--- src/rtl/zst_pkg.sv ---
// ---------------------------------------------------------------------------
// Zone state tracker package
// Shared constants, codes and types of the zone state tracker.
// ---------------------------------------------------------------------------
package zst_pkg;

   // Geometry
   localparam int ZONES           = 64;
   localparam int BLOCKS_PER_ZONE = 4096;
   localparam int ZONE_W          = $clog2(ZONES);
   localparam int OFS_W           = $clog2(BLOCKS_PER_ZONE);

   // Field widths
   localparam int CMD_W        = 3;
   localparam int ZONE_FIELD_W = 6;
   localparam int ADDR_W       = 18;
   localparam int STATUS_W     = 3;
   localparam int PTR_W        = 13;
   localparam int CNT_W        = 7;
   localparam int CSR_IDX_W    = 2;
   localparam int CSR_DATA_W   = 13;

   // Register reset values
   localparam logic [CNT_W-1:0] MAX_OPEN_RESET   = CNT_W'(8);
   localparam logic [CNT_W-1:0] MAX_ACTIVE_RESET = CNT_W'(16);
   localparam logic [PTR_W-1:0] ZONE_CAP_RESET   = PTR_W'(4096);

   typedef enum logic [CMD_W-1:0] {
      CMD_OPEN       = 3'd0,
      CMD_CLOSE      = 3'd1,
      CMD_FINISH     = 3'd2,
      CMD_RESET      = 3'd3,
      CMD_WRITTEN    = 3'd4,
      CMD_INVALIDATE = 3'd5
   } cmd_type;

   typedef enum logic [STATUS_W-1:0] {
      ST_OK         = 3'd0,
      ST_MAX_OPEN   = 3'd1,
      ST_MAX_ACTIVE = 3'd2,
      ST_COND       = 3'd3,
      ST_DEV_ERR    = 3'd4,
      ST_UNKNOWN    = 3'd5
   } status_type;

   typedef enum logic [1:0] {
      COND_EMPTY  = 2'd0,
      COND_OPEN   = 2'd1,
      COND_CLOSED = 2'd2,
      COND_FULL   = 2'd3
   } cond_type;

   typedef enum logic [CSR_IDX_W-1:0] {
      CSR_MAX_OPEN   = 2'd0,
      CSR_MAX_ACTIVE = 2'd1,
      CSR_ZONE_CAP   = 2'd2
   } csr_index_type;

   typedef struct packed {
      cond_type           cond;
      logic [PTR_W-1:0]   wp;
      logic [PTR_W-1:0]   vc;
      logic               in_open;
      logic               in_active;
   } zone_entry_type;

   localparam zone_entry_type ENTRY_RESET = '{
      cond: COND_EMPTY, wp: '0, vc: '0, in_open: 1'b0, in_active: 1'b0
   };

   typedef struct packed {
      logic [CNT_W-1:0] max_open;
      logic [CNT_W-1:0] max_active;
      logic [PTR_W-1:0] zone_cap;
   } cfg_type;

   // Decoded command held in the input register
   typedef struct packed {
      logic [CMD_W-1:0]  cmd;
      logic [ZONE_W-1:0] zone;
      logic              in_range;
      logic [OFS_W-1:0]  offset;
      logic              device_ok;
   } item_type;

   typedef struct packed {
      status_type       status;
      logic             have_zone;
      zone_entry_type   entry;
      logic [CNT_W-1:0] open_total;
      logic [CNT_W-1:0] active_total;
   } eval_res_type;

endpackage

--- src/rtl/zst_req_if.sv ---
// ---------------------------------------------------------------------------
// Zone state tracker command channel
// Valid/ready channel carrying one zone command per transaction.
// ---------------------------------------------------------------------------
interface zst_req_if
   import zst_pkg::*;
   ();
   logic                    valid;
   logic                    ready;
   logic [CMD_W-1:0]        command;
   logic [ZONE_FIELD_W-1:0] zone;
   logic [ADDR_W-1:0]       block_address;
   logic                    device_ok;

   modport source (output valid, command, zone, block_address, device_ok, input ready);
   modport sink   (input valid, command, zone, block_address, device_ok, output ready);
endinterface

--- src/rtl/zst_rsp_if.sv ---
// ---------------------------------------------------------------------------
// Zone state tracker result channel
// Valid/ready channel carrying one command result per transaction.
// ---------------------------------------------------------------------------
interface zst_rsp_if
   import zst_pkg::*;
   ();
   logic                valid;
   logic                ready;
   logic [STATUS_W-1:0] status;
   logic [1:0]          zone_condition;
   logic [PTR_W-1:0]    write_pointer;
   logic [PTR_W-1:0]    valid_count;
   logic [CNT_W-1:0]    open_count;
   logic [CNT_W-1:0]    active_count;

   modport source (output valid, status, zone_condition, write_pointer, valid_count,
                   open_count, active_count, input ready);
   modport sink   (input valid, status, zone_condition, write_pointer, valid_count,
                   open_count, active_count, output ready);
endinterface

--- src/rtl/zst_cmd_eval.sv ---
// ---------------------------------------------------------------------------
// Zone command evaluator
// Checks one command against the zone entry and set limits, and forms the
// updated entry, set totals and status.
// ---------------------------------------------------------------------------
module zst_cmd_eval
   import zst_pkg::*;
(
   input  item_type         item,
   input  zone_entry_type   cur,
   input  logic [CNT_W-1:0] open_total,
   input  logic [CNT_W-1:0] active_total,
   input  cfg_type          cfg,
   output eval_res_type     res
);

   function automatic logic [CNT_W-1:0] cnt_inc(input logic [CNT_W-1:0] v);
      return (&v) ? v : v + CNT_W'(1);
   endfunction

   function automatic logic [CNT_W-1:0] cnt_dec(input logic [CNT_W-1:0] v);
      return (v == '0) ? v : v - CNT_W'(1);
   endfunction

   logic [PTR_W-1:0] cap_in_use;
   logic [PTR_W-1:0] next_wp;

   assign cap_in_use = (cfg.zone_cap < PTR_W'(BLOCKS_PER_ZONE)) ?
                       cfg.zone_cap : PTR_W'(BLOCKS_PER_ZONE);
   assign next_wp    = PTR_W'(item.offset) + PTR_W'(1);

   always_comb begin
      zone_entry_type   nxt;
      logic [CNT_W-1:0] ot;
      logic [CNT_W-1:0] at;
      status_type       st;
      logic             have;
      nxt  = cur;
      ot   = open_total;
      at   = active_total;
      st   = ST_OK;
      have = 1'b1;

      unique case (cmd_type'(item.cmd))
         CMD_OPEN, CMD_CLOSE, CMD_FINISH, CMD_RESET, CMD_WRITTEN, CMD_INVALIDATE: begin
            if (!item.in_range) begin
               st   = ST_COND;
               have = 1'b0;
            end
         end
         default: begin
            st   = ST_UNKNOWN;
            have = 1'b0;
         end
      endcase

      if (have) begin
         unique case (cmd_type'(item.cmd))
            CMD_OPEN: begin
               priority if (cur.cond == COND_OPEN) begin
                  st = ST_OK;
               end else if (cur.cond == COND_FULL) begin
                  st = ST_COND;
               end else if (ot >= cfg.max_open) begin
                  st = ST_MAX_OPEN;
               end else if (!cur.in_active && at >= cfg.max_active) begin
                  st = ST_MAX_ACTIVE;
               end else if (!item.device_ok) begin
                  st = ST_DEV_ERR;
               end else begin
                  if (!nxt.in_open) begin
                     nxt.in_open = 1'b1;
                     ot          = cnt_inc(ot);
                  end
                  if (!nxt.in_active) begin
                     nxt.in_active = 1'b1;
                     at            = cnt_inc(at);
                  end
                  nxt.cond = COND_OPEN;
               end
            end
            CMD_CLOSE: begin
               priority if (cur.cond != COND_OPEN) begin
                  st = ST_COND;
               end else if (!item.device_ok) begin
                  st = ST_DEV_ERR;
               end else begin
                  if (nxt.in_open) begin
                     nxt.in_open = 1'b0;
                     ot          = cnt_dec(ot);
                  end
                  nxt.cond = COND_CLOSED;
               end
            end
            CMD_FINISH, CMD_RESET: begin
               priority if (cmd_type'(item.cmd) == CMD_FINISH && cur.cond == COND_EMPTY) begin
                  st = ST_COND;
               end else if (!item.device_ok) begin
                  st = ST_DEV_ERR;
               end else begin
                  if (nxt.in_open) begin
                     nxt.in_open = 1'b0;
                     ot          = cnt_dec(ot);
                  end
                  if (nxt.in_active) begin
                     nxt.in_active = 1'b0;
                     at            = cnt_dec(at);
                  end
                  if (cmd_type'(item.cmd) == CMD_FINISH) begin
                     nxt.cond = COND_FULL;
                     nxt.wp   = cap_in_use;
                  end else begin
                     nxt.cond = COND_EMPTY;
                     nxt.wp   = '0;
                     nxt.vc   = '0;
                  end
               end
            end
            CMD_WRITTEN: begin
               if (cur.vc < PTR_W'(BLOCKS_PER_ZONE)) begin
                  nxt.vc = cur.vc + PTR_W'(1);
               end
               if (next_wp > cur.wp) begin
                  nxt.wp = next_wp;
               end
               if (nxt.wp >= cap_in_use) begin
                  nxt.cond = COND_FULL;
                  if (nxt.in_active) begin
                     nxt.in_active = 1'b0;
                     at            = cnt_dec(at);
                  end
                  if (nxt.in_open) begin
                     nxt.in_open = 1'b0;
                     ot          = cnt_dec(ot);
                  end
               end
            end
            default: begin
               // block invalidated
               if (cur.vc != '0) begin
                  nxt.vc = cur.vc - PTR_W'(1);
               end
            end
         endcase
      end

      res.status       = st;
      res.have_zone    = have;
      res.entry        = nxt;
      res.open_total   = ot;
      res.active_total = at;
   end

endmodule

--- src/rtl/zoned_storage_zone_state_tracker_core.sv ---
// ---------------------------------------------------------------------------
// Zone state tracker core
// Tracks condition, write pointer, valid blocks and open/active set
// membership for every zone, and answers each zone command with one result.
// ---------------------------------------------------------------------------
// Usage:
//   req_chan carries one command per transaction (open, close, finish, reset,
//   block written, block invalidated). rsp_chan returns exactly one result per
//   command, in order. csr_we/csr_index/csr_wdata write max_open (0),
//   max_active (1) and zone_capacity_blocks (2); write only while idle.
// Pipeline and throughput:
//   a command sits in the input register, whose zone entry is read from the zone
//   memory at the accepting edge, and is evaluated into the result register once
//   that register is empty or being emptied; the result is taken from there
//   while rsp_chan is ready. One command is accepted every cycle while rsp_chan
//   is ready; one read and one write of the zone memory per cycle, plus a bypass
//   of the last written entry, set that rate.
// Reset:
//   synchronous; clears the per-zone valid bits so every zone reads as empty
//   with zero pointer and count, clears both set totals and loads the register
//   defaults. No clearing pass over the memory is needed.
// Stall:
//   while rsp_chan is held off the result register holds, the input register
//   holds and req_chan.ready drops once both are full.
// ---------------------------------------------------------------------------
module zoned_storage_zone_state_tracker_core
   import zst_pkg::*;
(
   input  logic                  clock,
   input  logic                  reset,
   zst_req_if.sink               req_chan,
   zst_rsp_if.source             rsp_chan,
   input  logic                  csr_we,
   input  logic [CSR_IDX_W-1:0]  csr_index,
   input  logic [CSR_DATA_W-1:0] csr_wdata
);

   // Configuration registers
   cfg_type cfg_ff;

   // Zone memory and per-entry valid bits
   zone_entry_type    zone_mem [ZONES];
   logic [ZONES-1:0]  entry_valid_ff;

   // Input register stage
   logic              s1_valid_ff;
   item_type          s1_item_ff;
   item_type          s1_item_in;
   zone_entry_type    rd_data_ff;
   logic              rd_valid_ff;

   // Last write bypass
   logic              lw_valid_ff;
   logic [ZONE_W-1:0] lw_zone_ff;
   zone_entry_type    lw_data_ff;

   // Set totals
   logic [CNT_W-1:0]  open_total_ff;
   logic [CNT_W-1:0]  active_total_ff;

   // Result register
   logic              rsp_valid_ff;
   eval_res_type      rsp_res_ff;

   logic              req_fire;
   logic              s1_fire;
   logic [ADDR_W-1:0] zone_num;
   zone_entry_type    cur_entry;
   eval_res_type      eval_res;

   // ---------------------------------------------------------------------
   // Handshake: advance the input register whenever the result register is
   // empty or is being emptied
   // ---------------------------------------------------------------------
   assign s1_fire        = s1_valid_ff && (!rsp_valid_ff || rsp_chan.ready);
   assign req_chan.ready = !s1_valid_ff || s1_fire;
   assign req_fire       = req_chan.valid && req_chan.ready;

   // ---------------------------------------------------------------------
   // Decode the target zone: block commands address it through the global
   // block number, the others name it directly
   // ---------------------------------------------------------------------
   always_comb begin
      if (req_chan.command == CMD_WRITTEN || req_chan.command == CMD_INVALIDATE) begin
         zone_num = ADDR_W'(req_chan.block_address >> OFS_W);
      end else begin
         zone_num = ADDR_W'(req_chan.zone);
      end
      s1_item_in.cmd       = req_chan.command;
      s1_item_in.zone      = zone_num[ZONE_W-1:0];
      s1_item_in.in_range  = zone_num < ADDR_W'(ZONES);
      s1_item_in.offset    = req_chan.block_address[OFS_W-1:0];
      s1_item_in.device_ok = req_chan.device_ok;
   end

   // Hold the command; read its zone entry at the same edge
   always_ff @(posedge clock) begin
      if (reset) begin
         s1_valid_ff <= 1'b0;
      end else if (req_fire) begin
         s1_valid_ff <= 1'b1;
      end else if (s1_fire) begin
         s1_valid_ff <= 1'b0;
      end
   end

   always_ff @(posedge clock) begin
      if (req_fire) begin
         s1_item_ff  <= s1_item_in;
         rd_data_ff  <= zone_mem[s1_item_in.zone];
         rd_valid_ff <= entry_valid_ff[s1_item_in.zone];
      end
   end

   // ---------------------------------------------------------------------
   // Current entry: the last write wins when it hit the same zone (covers a
   // read that raced the write); a never-written entry reads as reset
   // ---------------------------------------------------------------------
   always_comb begin
      priority if (lw_valid_ff && lw_zone_ff == s1_item_ff.zone) begin
         cur_entry = lw_data_ff;
      end else if (rd_valid_ff) begin
         cur_entry = rd_data_ff;
      end else begin
         cur_entry = ENTRY_RESET;
      end
   end

   zst_cmd_eval u_eval (
      .item         (s1_item_ff),
      .cur          (cur_entry),
      .open_total   (open_total_ff),
      .active_total (active_total_ff),
      .cfg          (cfg_ff),
      .res          (eval_res)
   );

   // Write back the entry of every known, in-range command
   always_ff @(posedge clock) begin
      if (s1_fire && eval_res.have_zone) begin
         zone_mem[s1_item_ff.zone] <= eval_res.entry;
         lw_zone_ff                <= s1_item_ff.zone;
         lw_data_ff                <= eval_res.entry;
      end
   end

   always_ff @(posedge clock) begin
      if (reset) begin
         entry_valid_ff  <= '0;
         lw_valid_ff     <= 1'b0;
         open_total_ff   <= '0;
         active_total_ff <= '0;
      end else if (s1_fire) begin
         open_total_ff   <= eval_res.open_total;
         active_total_ff <= eval_res.active_total;
         if (eval_res.have_zone) begin
            entry_valid_ff[s1_item_ff.zone] <= 1'b1;
            lw_valid_ff                     <= 1'b1;
         end
      end
   end

   // ---------------------------------------------------------------------
   // Result register: load on advance, drop once taken
   // ---------------------------------------------------------------------
   always_ff @(posedge clock) begin
      if (reset) begin
         rsp_valid_ff <= 1'b0;
      end else if (s1_fire) begin
         rsp_valid_ff <= 1'b1;
      end else if (rsp_chan.ready) begin
         rsp_valid_ff <= 1'b0;
      end
   end

   always_ff @(posedge clock) begin
      if (s1_fire) begin
         rsp_res_ff <= eval_res;
      end
   end

   assign rsp_chan.valid          = rsp_valid_ff;
   assign rsp_chan.status         = rsp_res_ff.status;
   assign rsp_chan.zone_condition = rsp_res_ff.have_zone ? rsp_res_ff.entry.cond : COND_EMPTY;
   assign rsp_chan.write_pointer  = rsp_res_ff.have_zone ? rsp_res_ff.entry.wp : '0;
   assign rsp_chan.valid_count    = rsp_res_ff.have_zone ? rsp_res_ff.entry.vc : '0;
   assign rsp_chan.open_count     = rsp_res_ff.open_total;
   assign rsp_chan.active_count   = rsp_res_ff.active_total;

   // ---------------------------------------------------------------------
   // Configuration writes; an index beyond the register list is ignored
   // ---------------------------------------------------------------------
   always_ff @(posedge clock) begin
      if (reset) begin
         cfg_ff.max_open   <= MAX_OPEN_RESET;
         cfg_ff.max_active <= MAX_ACTIVE_RESET;
         cfg_ff.zone_cap   <= ZONE_CAP_RESET;
      end else if (csr_we) begin
         unique case (csr_index_type'(csr_index))
            CSR_MAX_OPEN:   cfg_ff.max_open   <= csr_wdata[CNT_W-1:0];
            CSR_MAX_ACTIVE: cfg_ff.max_active <= csr_wdata[CNT_W-1:0];
            CSR_ZONE_CAP:   cfg_ff.zone_cap   <= csr_wdata[PTR_W-1:0];
            default: ;
         endcase
      end
   end

   // ---------------------------------------------------------------------
   // Assertions
   // ---------------------------------------------------------------------
   // Every open zone is also active, so the open total never passes the
   // active total
   a_open_within_active: assert property (@(posedge clock) disable iff (reset)
      open_total_ff <= active_total_ff)
      else $error("open total exceeds active total");

   // Set totals are bounded by the number of zones
   a_totals_bounded: assert property (@(posedge clock) disable iff (reset)
      open_total_ff <= CNT_W'(ZONES) && active_total_ff <= CNT_W'(ZONES))
      else $error("set total exceeds zone count");

   // A result of an unknown command carries zeroed pointer and count fields
   a_no_zone_fields: assert property (@(posedge clock) disable iff (reset)
      (rsp_valid_ff && (rsp_res_ff.status == ST_UNKNOWN)) |->
      (rsp_chan.write_pointer == '0 && rsp_chan.valid_count == '0))
      else $error("unknown command result carries zone data");

   // An advancing command always leaves a result waiting in the next cycle
   a_advance_loads_result: assert property (@(posedge clock) disable iff (reset)
      s1_fire |=> rsp_valid_ff)
      else $error("advanced command produced no result");

endmodule

--- src/flat_wrapper.sv ---
// flat-port wrapper written by rule: the top's interface ports become plain ports
module zoned_storage_zone_state_tracker_core_flat import zst_pkg::*;
  (clock, reset, csr_we, csr_index, csr_wdata, req_chan_valid, req_chan_command, req_chan_zone, req_chan_block_address, req_chan_device_ok, req_chan_ready, rsp_chan_valid, rsp_chan_status, rsp_chan_zone_condition, rsp_chan_write_pointer, rsp_chan_valid_count, rsp_chan_open_count, rsp_chan_active_count, rsp_chan_ready);
  zst_req_if req_chan_i ();
  zst_rsp_if rsp_chan_i ();
  input  logic clock;
  input  logic reset;
  input  logic csr_we;
  input  logic [CSR_IDX_W-1:0] csr_index;
  input  logic [CSR_DATA_W-1:0] csr_wdata;
  input wire logic [$bits(req_chan_i.valid)-1:0] req_chan_valid;
  input wire logic [$bits(req_chan_i.command)-1:0] req_chan_command;
  input wire logic [$bits(req_chan_i.zone)-1:0] req_chan_zone;
  input wire logic [$bits(req_chan_i.block_address)-1:0] req_chan_block_address;
  input wire logic [$bits(req_chan_i.device_ok)-1:0] req_chan_device_ok;
  output wire logic [$bits(req_chan_i.ready)-1:0] req_chan_ready;
  output wire logic [$bits(rsp_chan_i.valid)-1:0] rsp_chan_valid;
  output wire logic [$bits(rsp_chan_i.status)-1:0] rsp_chan_status;
  output wire logic [$bits(rsp_chan_i.zone_condition)-1:0] rsp_chan_zone_condition;
  output wire logic [$bits(rsp_chan_i.write_pointer)-1:0] rsp_chan_write_pointer;
  output wire logic [$bits(rsp_chan_i.valid_count)-1:0] rsp_chan_valid_count;
  output wire logic [$bits(rsp_chan_i.open_count)-1:0] rsp_chan_open_count;
  output wire logic [$bits(rsp_chan_i.active_count)-1:0] rsp_chan_active_count;
  input wire logic [$bits(rsp_chan_i.ready)-1:0] rsp_chan_ready;
  assign req_chan_i.valid = req_chan_valid;
  assign req_chan_i.command = req_chan_command;
  assign req_chan_i.zone = req_chan_zone;
  assign req_chan_i.block_address = req_chan_block_address;
  assign req_chan_i.device_ok = req_chan_device_ok;
  assign req_chan_ready = req_chan_i.ready;
  assign rsp_chan_valid = rsp_chan_i.valid;
  assign rsp_chan_status = rsp_chan_i.status;
  assign rsp_chan_zone_condition = rsp_chan_i.zone_condition;
  assign rsp_chan_write_pointer = rsp_chan_i.write_pointer;
  assign rsp_chan_valid_count = rsp_chan_i.valid_count;
  assign rsp_chan_open_count = rsp_chan_i.open_count;
  assign rsp_chan_active_count = rsp_chan_i.active_count;
  assign rsp_chan_i.ready = rsp_chan_ready;
  zoned_storage_zone_state_tracker_core u_core (.clock(clock), .reset(reset), .req_chan(req_chan_i), .rsp_chan(rsp_chan_i), .csr_we(csr_we), .csr_index(csr_index), .csr_wdata(csr_wdata));
endmodule
--- config.mk ---
export PLATFORM = sky130hd
export DESIGN_NAME = zoned_storage_zone_state_tracker_core_flat
export DESIGN_NICKNAME = d
export VERILOG_FILES = /design/src/rtl/zst_pkg.sv /design/src/rtl/zst_req_if.sv /design/src/rtl/zst_rsp_if.sv /design/src/rtl/zst_cmd_eval.sv /design/src/rtl/zoned_storage_zone_state_tracker_core.sv /design/src/flat_wrapper.sv
export SDC_FILE = /design/constraint.sdc
export NUM_CORES = 2
export LEC_CHECK = 0
export BUFFER_PORTS_ARGS = -buffer_cell sky130_fd_sc_hd__buf_4
export CAP_MARGIN = 10
export CORE_MARGIN = 2
export CORE_UTILIZATION = 50
export CTS_CLUSTER_DIAMETER = 60
export DETAILED_ROUTE_END_ITERATION = 6
export GPL_TIMING_DRIVEN = 0
export PLACE_DENSITY = 0.65
export REMOVE_ABC_BUFFERS = 1
export SLEW_MARGIN = 5
export SYNTH_ARGS = -nofsm -noshare
export SYNTH_HDL_FRONTEND = slang
export SYNTH_SLANG_ARGS = --single-unit
--- constraint.sdc ---
create_clock -name clock -period 11.3 [get_ports clock]
set_input_delay 0 -clock clock [delete_from_list [all_inputs] [get_ports clock]]
set_output_delay 0 -clock clock [all_outputs]
set_load 0.02 [all_outputs]
# Word level (Yosys, flattened, before mapping)

Memories as Yosys holds them, arrays and structs flattened. A register that Yosys moved wholly into a read port is not among the register bits.
Index checks and enable logic that the tools add are counted.

Reductions and logical operators: 30
$lt $le $gt $ge: 10
Shift operators: 0
$mul: 0
Equality and inequality tests: 13
Add/subtract/negate cells: 7
Multiplexer cells: 90
Bitwise operators: 1
Div/mod/pow operators: 0

Operators with widths:

| kind                                                                   | count |
|---|---|
| 7-bit 2-to-1 mux                                                       | 27 |
| 30-bit 2-to-1 mux                                                      | 5 |
| 13-bit 2-to-1 mux                                                      | 9 |
| 64-bit OR                                                              | 1 |
| 13-bit one-hot mux with 3 select lines                                 | 1 |
| 2-bit 2-to-1 mux                                                       | 16 |
| 7-bit one-hot mux with 4 select lines                                  | 1 |
| 3-bit 2-to-1 mux                                                       | 9 |
| 13-bit < comparator (second input constant)                            | 2 |
| 13-bit one-hot mux with 2 select lines                                 | 1 |
| 7-bit one-hot mux with 3 select lines                                  | 1 |
| 18-bit by 7-bit < comparator with 1-bit output (second input constant) | 1 |
| 15-bit 2-to-1 mux                                                      | 1 |
| 7-bit by 1-bit adder with 7-bit output (second input constant)         | 2 |
| 7-bit >= comparator                                                    | 2 |
| 7-bit logical NOT                                                      | 2 |
| 6-bit by 7-bit < comparator with 1-bit output (second input constant)  | 2 |
| 7-bit AND reduction                                                    | 2 |
| 7-bit by 1-bit subtractor with 7-bit output (second input constant)    | 2 |
| 12-bit by 1-bit adder with 13-bit output (second input constant)       | 1 |
| 13-bit by 1-bit adder with 13-bit output (second input constant)       | 1 |
| 13-bit >= comparator                                                   | 1 |
| 13-bit greater-than comparator                                         | 1 |
| 13-bit nonzero test                                                    | 1 |
| 26 further kinds                                                       | 59 |

ROM bits: 0
Latch bits: 0
Input port bits: 48
Memory bits (writable): 1920
Register bits: 214
Word-level logic and storage cells: 180
Memories kept: 1

Memory list:

| memory          | depth | width | read ports | clocked after Yosys merged registers in | wr ports | line                                        | text |
|---|---|---|---|---|---|---|---|
| u_core.zone_mem | 64    | 30    | 1          | 1                                       | 1        | zoned_storage_zone_state_tracker_core.sv:42 | `zone_entry_type zone_mem [ZONES];` |

# Depth between registers and ports, before layout

Word-level depth: 11
Gate-level depth with buffers: 32
Mapped depth without buffers: 26

# Cells and area by module

Synthesis repeated with hierarchy kept, for this count alone.

Cells, all modules: 5727
Area, all modules: 90653.2 sq um

Modules (own cells, without submodules):

| module                                | cells each | area an instance (sq um) | sequential area each (sq um) | times used |
|---|---|---|---|---|
| zoned_storage_zone_state_tracker_core | 5098       | 86656.9                  | 63871.3                      | 1 |
| zst_cmd_eval                          | 629        | 3996.3                   | 0.0                          | 1 |

# Worst setup path after synthesis

No wires, ideal clock.

Path type: register -> register
From: register u_core.s1_item_ff[15] (netlist name)
To: register u_core.lw_data_ff[1] (netlist name) (data pin)
Stages on the path, launching flop included: 29
Data arrival time: 8.144 ns
Data required time: 10.569 ns
Setup time: 0.731 ns
Clock period less this slack: 8.875 ns
Buffers on the path: 7
Setup slack: 2.425 ns
Path through: edfxtp_1 > buf_4 > xnor2_1 > nand4_1 > nor2_1 > buf_2 > buf_1 > clkbuf_1 > a21oi_1 > ha_1 > and4_1 > nand3_1 > nor4b_1 > o211ai_1 > or4_1 > a21bo_4 > buf_12 > buf_6 > nor2_1 > a21oi_1 > ha_1 > o21a_1 > o21bai_1 > a311o_1 > a31o_2 > a21oi_1 > a31oi_2 > buf_2 > a21boi_0

RTL lines:

| item                   | line                                         | text |
|---|---|---|
| start, declared        | zoned_storage_zone_state_tracker_core.sv:47  | `item_type s1_item_ff;` |
| start signal, assigned | zoned_storage_zone_state_tracker_core.sv:109 | `s1_item_ff <= s1_item_in;` |
| end signal, assigned   | zoned_storage_zone_state_tracker_core.sv:143 | `lw_data_ff <= eval_res.entry;` |
| end, declared          | zoned_storage_zone_state_tracker_core.sv:55  | `zone_entry_type lw_data_ff;` |

==> impl_results.rst <==
.. list-table::
   :header-rows: 1

   * - Metric
     - Value
   * - Status
     - completed
   * - CTS tree
     - built
   * - Slowest-stage cell, CP
     - and3_1
   * - Worst r2r dst
     - u_core.rsp_chan.active_count[3]
   * - Mapped Area
     - 0.0892 mm2
   * - Number of buffer and inverter stages on the critical path
     - 0
   * - Cell type contributing the most total cell area after synthesis
     - edfxtp_1
   * - Number of core rows
     - 154
   * - Via density per instance
     - 6.05
   * - Detailed-route DRC error count
     - 0
   * - Final worst-path cycle share
     - 0.792
   * - Peak clock frequency supported by timing
     - 112 MHz
   * - Area of the die
     - ~0.18 mm2
   * - Source-to-sink clock delay at the later pin of the worst-skew pair
     - 870 ps
   * - Unrepaired setup endpoints after global routing
     - false
   * - FFs w/ async S/R, synth
     - 0
   * - Register bit count reported by yosys
     - 2,163
   * - Max-Slew Margin vs Limit
     - 0.132
   * - Filler instances
     - 13,200
   * - Number of synthesized flops with an enable pin
     - 2,055
   * - Setup crit end
     - u_core.rsp_chan.active_count[3]
   * - Remaining antenna violation count
     - 0
   * - Post-synth top cells
     - 2,095 x nand2_1, 2,055 x edfxtp_1, 1,036 x nand3_1
   * - Synthesis warning total
     - 0
   * - Period minus WS final
     - 8950 ps
   * - Total wirelength of the detailed-routed design
     - 248 mm
   * - Slew @ Worst Pin
     - about 1300 ps
   * - Area share of the largest cell type after synthesis
     - 0.692
   * - Global-route wire length before repair
     - 367 mm
   * - All-layer global routing usage
     - 0.270
   * - Post-synthesis share of cell area spent on full adders, half adders and majority gates
     - 0.00618
   * - Required time worst endpoint
     - 11,950 ps
   * - FF+latch area
     - between 0.06 and 0.07 mm2
   * - Maximum clock skew at final layout
     - 28.2 ps
   * - Leak Pwr
     - 36.6 nW
   * - Power per cell area
     - 173 mW/mm2
   * - Register area share after synthesis
     - 0.716
   * - Final total negative setup slack
     - 0 ps
   * - Total number of cells along the worst setup path
     - 21
   * - Startpoint of the tightest hold check path
     - csr_wdata[4]
   * - Kind of start point of the critical path
     - flop
   * - CP Capture Type
     - flop
   * - I/O Buffers
     - 94
   * - Max FO, Critical Path
     - 26
   * - Area of the multi-input gates
     - 0.0239 mm2
   * - Cell at the root of the clock tree
     - clkbuf_16
   * - Number of clock sinks
     - between 2,000 and 2,500
   * - Cell count after placement
     - roughly 9,500
   * - Initial DRC count
     - between 7,000 and 8,000
   * - Count of pins over their slew limit
     - 0
   * - CTS Buf Count
     - 208
   * - Synth Area per Inst
     - roughly 12 um2
   * - Die height
     - ~430 um
   * - Resized Gates After CTS
     - 0
   * - Worst IR Drop VDD
     - 0.133 mV
   * - Layout area overhead
     - 18.3%
   * - Initial cell density of the core
     - 0.505
   * - Area inside the core boundary
     - 0.177 mm2
   * - Area fraction in compound gates after synthesis
     - 0.0638
   * - Via total after detailed routing
     - 60,500
   * - Area fraction in and, or, nand and nor cells after synthesis
     - 0.182
   * - Startpoint of the worst-slack reg-to-reg timing path
     - u_core.s1_item_ff[17]
   * - Clk pin slew, worst setup/hold paths
     - 60 ps
   * - H-tree levels
     - 4
   * - Most common flop cell mapped by yosys
     - edfxtp_1
   * - Worst Path Arrival
     - 9610 ps
   * - Critical path's top delay family
     - compound AO/OA/AOI/OAI gates
   * - Startpoint of the most critical setup path
     - u_core.s1_item_ff[17]
   * - Hold crit path type
     - input pin to flop
   * - Max-cap viol count
     - 0
   * - Share of cell area taken by muxes after synthesis
     - 0.00299
   * - Clk buf depth
     - 3
   * - RD Place Congestion
     - 0.869
   * - Setup slack, reg-to-reg
     - between 2000 and 2500 ps
   * - HPWL reported at the end of detailed placement
     - 158 mm
   * - Final setup fails
     - 0
   * - Sequence of cells on the critical path
     - xnor2_1, and3_1, nand2_2, and3_1, a21oi_1, ha_1, nor2b_1, a2111oi_0, a221oi_1, or3_1, a21boi_1, mux2i_1, ha_1, nand4_1, a311o_1, a31o_2, a21oi_1, o21ai_1, nor3_1, nor3_1, o21ai_0
   * - Path type of the worst setup path
     - flop to flop
   * - Gr ovfl total
     - 0
   * - DIE WIDTH
     - 426 um
   * - Number of distinct library cells after synthesis
     - 90
   * - Dominant combinational cell family by area after synthesis
     - simple AND/OR/NAND/NOR gates
   * - Final instance count without filler cells
     - 9,993
   * - Vias in the first global route
     - 57,200
   * - Most numerous cell in the Yosys netlist
     - nand2_1
   * - Hold Violations, Final
     - 0
   * - Average wire length per cell after detail routing
     - between 20 and 25 um
   * - Xor and xnor area share after synthesis
     - 0.00351
   * - Pin count of the biggest net entering global routing
     - around 150
   * - Largest cells by area after synthesis
     - edfxtp_1 69%, nand2_1 8.8%, nand3_1 5.8%
   * - Number of nets in the final layout
     - 7,565
   * - Share of cells above drive strength 1
     - 0.106
   * - Number of placed I/O pins
     - 95
   * - R2R cell count
     - 21
   * - Number of antenna violations at the first check in global routing
     - 3
   * - Worst stage delay on the critical path
     - 960 ps
   * - TritonRoute pass-1 iters
     - 6
   * - Post-synthesis cell count
     - ~7,300
==> worst min-delay path by stage <==
stage	to	slack, ps	depth (start not counted)
floorplan	u_core.active_total_ff[0]	70	1
global placement	u_core.s1_item_ff[20]	180	1
detailed placement	u_core.s1_item_ff[20]	180	1
CTS	u_core.cfg_ff[3]	10	4
global route	u_core.cfg_ff[3]	40	4
finish	u_core.cfg_ff[4]	70	4
==> cell families after synthesis <==
kind of cell / count (synthesis)
simple gates: 3734
xor+xnor: 34
mux: 26
fa+ha+maj: 44
flops: 2163
compound gates: 753
buf+inv: 567
==> state kept, by name, indices dropped and copies added, names as in the netlist, 3 cells and up <==
signal	count
u_core.rsp_chan.active_count	7
u_core.rsp_chan.status	3
u_core.open_total_ff	7
u_core.rd_data_ff	30
u_core.zone_mem	1920
u_core.s1_item_ff	22
u_core.cfg_ff	27
u_core.active_total_ff	7
u_core.rsp_res_ff	29
u_core.lw_zone_ff	6
u_core.rsp_chan.open_count	7
u_core.entry_valid_ff	64
u_core.lw_data_ff	30
==> what timing repair did <==
| action | CTS | global route |
|---|---|---|
| hold endpoints to repair | 121 | 0 |
| hold buffers | 98 | 0 |
| buffers inserted | 0 | 0 |
==> cell usage in the layout (no fill, tap or decap), drive strengths merged, types with 21 or more instances in the layout <==
cell type,synthesis,routed
nor2,256,256
a31oi,54,54
inv,44,55
o21ai,46,46
and2,40,40
nand3,1036,1036
dfxtp,108,108
nor3,57,57
xnor2,27,27
nand2,2097,2097
clkbuf,445,266
a311oi,345,345
clkinv,1,89
dlygate4sd3,0,98
ha,44,44
mux2i,21,21
a21oi,159,159
and3,164,164
buf,77,366
edfxtp,2055,2055
==> layer usage <==
layer | wire [um] | vias up | track usage | share of wire
met5 | 0 | - | 0 | 0
met4 | 11000 | 0 | 0.120 | 0.044
met3 | 21700 | 442 | 0.0430 | 0.087
met2 | 115000 | 2910 | 0.420 | 0.46
met1 | 101000 | 29900 | 0.376 | 0.41
li1 | - | 27300 | - | -
==> power breakdown <==
group	switching, W	internal [W]
clock network	0.00298	0.00389
logic	0.00152	0.000722
registers	0.0000379	0.00908
total	0.00454	0.0137
==> layout make-up <==
| type | instances | share of cell area |
|---|---|---|
| sequential | 2163 | 0.606 |
| timing repair buffer | 464 | 0.0746 |
| clock buffer | 266 | 0.0528 |
| multi-input combinational | 4591 | 0.227 |
| inverter | 45 | 0.00183 |
| clock inverter | 121 | 0.0106 |
| antenna | 3 | 0.0000712 |
| tap | 2340 | 0.0278 |
==> per-stage QoR <==
| step | power (W) | cell area, um2 | setup WS, ps | utilization | hold slack [ps] |
|---|---|---|---|---|---|
| global route | 0.0187 | 105000 | 1810 | 0.597 | 39.9 |
| global placement | 0.0122 | 90700 | -463330 | 0.513 | 180 |
| CTS | 0.0183 | 105000 | 2500 | 0.597 | 9.79 |
| floorplan | 0.0109 | 87000 | -161930 | - | 69.1 |
| finish | 0.0182 | 105000 | 2350 | 0.597 | 67.4 |
| detailed placement | 0.0115 | 97700 | 2580 | 0.553 | 180 |
==> worst min-delay path: cells and delay by family <==
kind                   cells  cell delay, ps
AOI/OAI and AO/OA          1             140
and+or+nand+nor            1             100
buffers and inverters      2             650
Power figures use the tool's default switching activity.
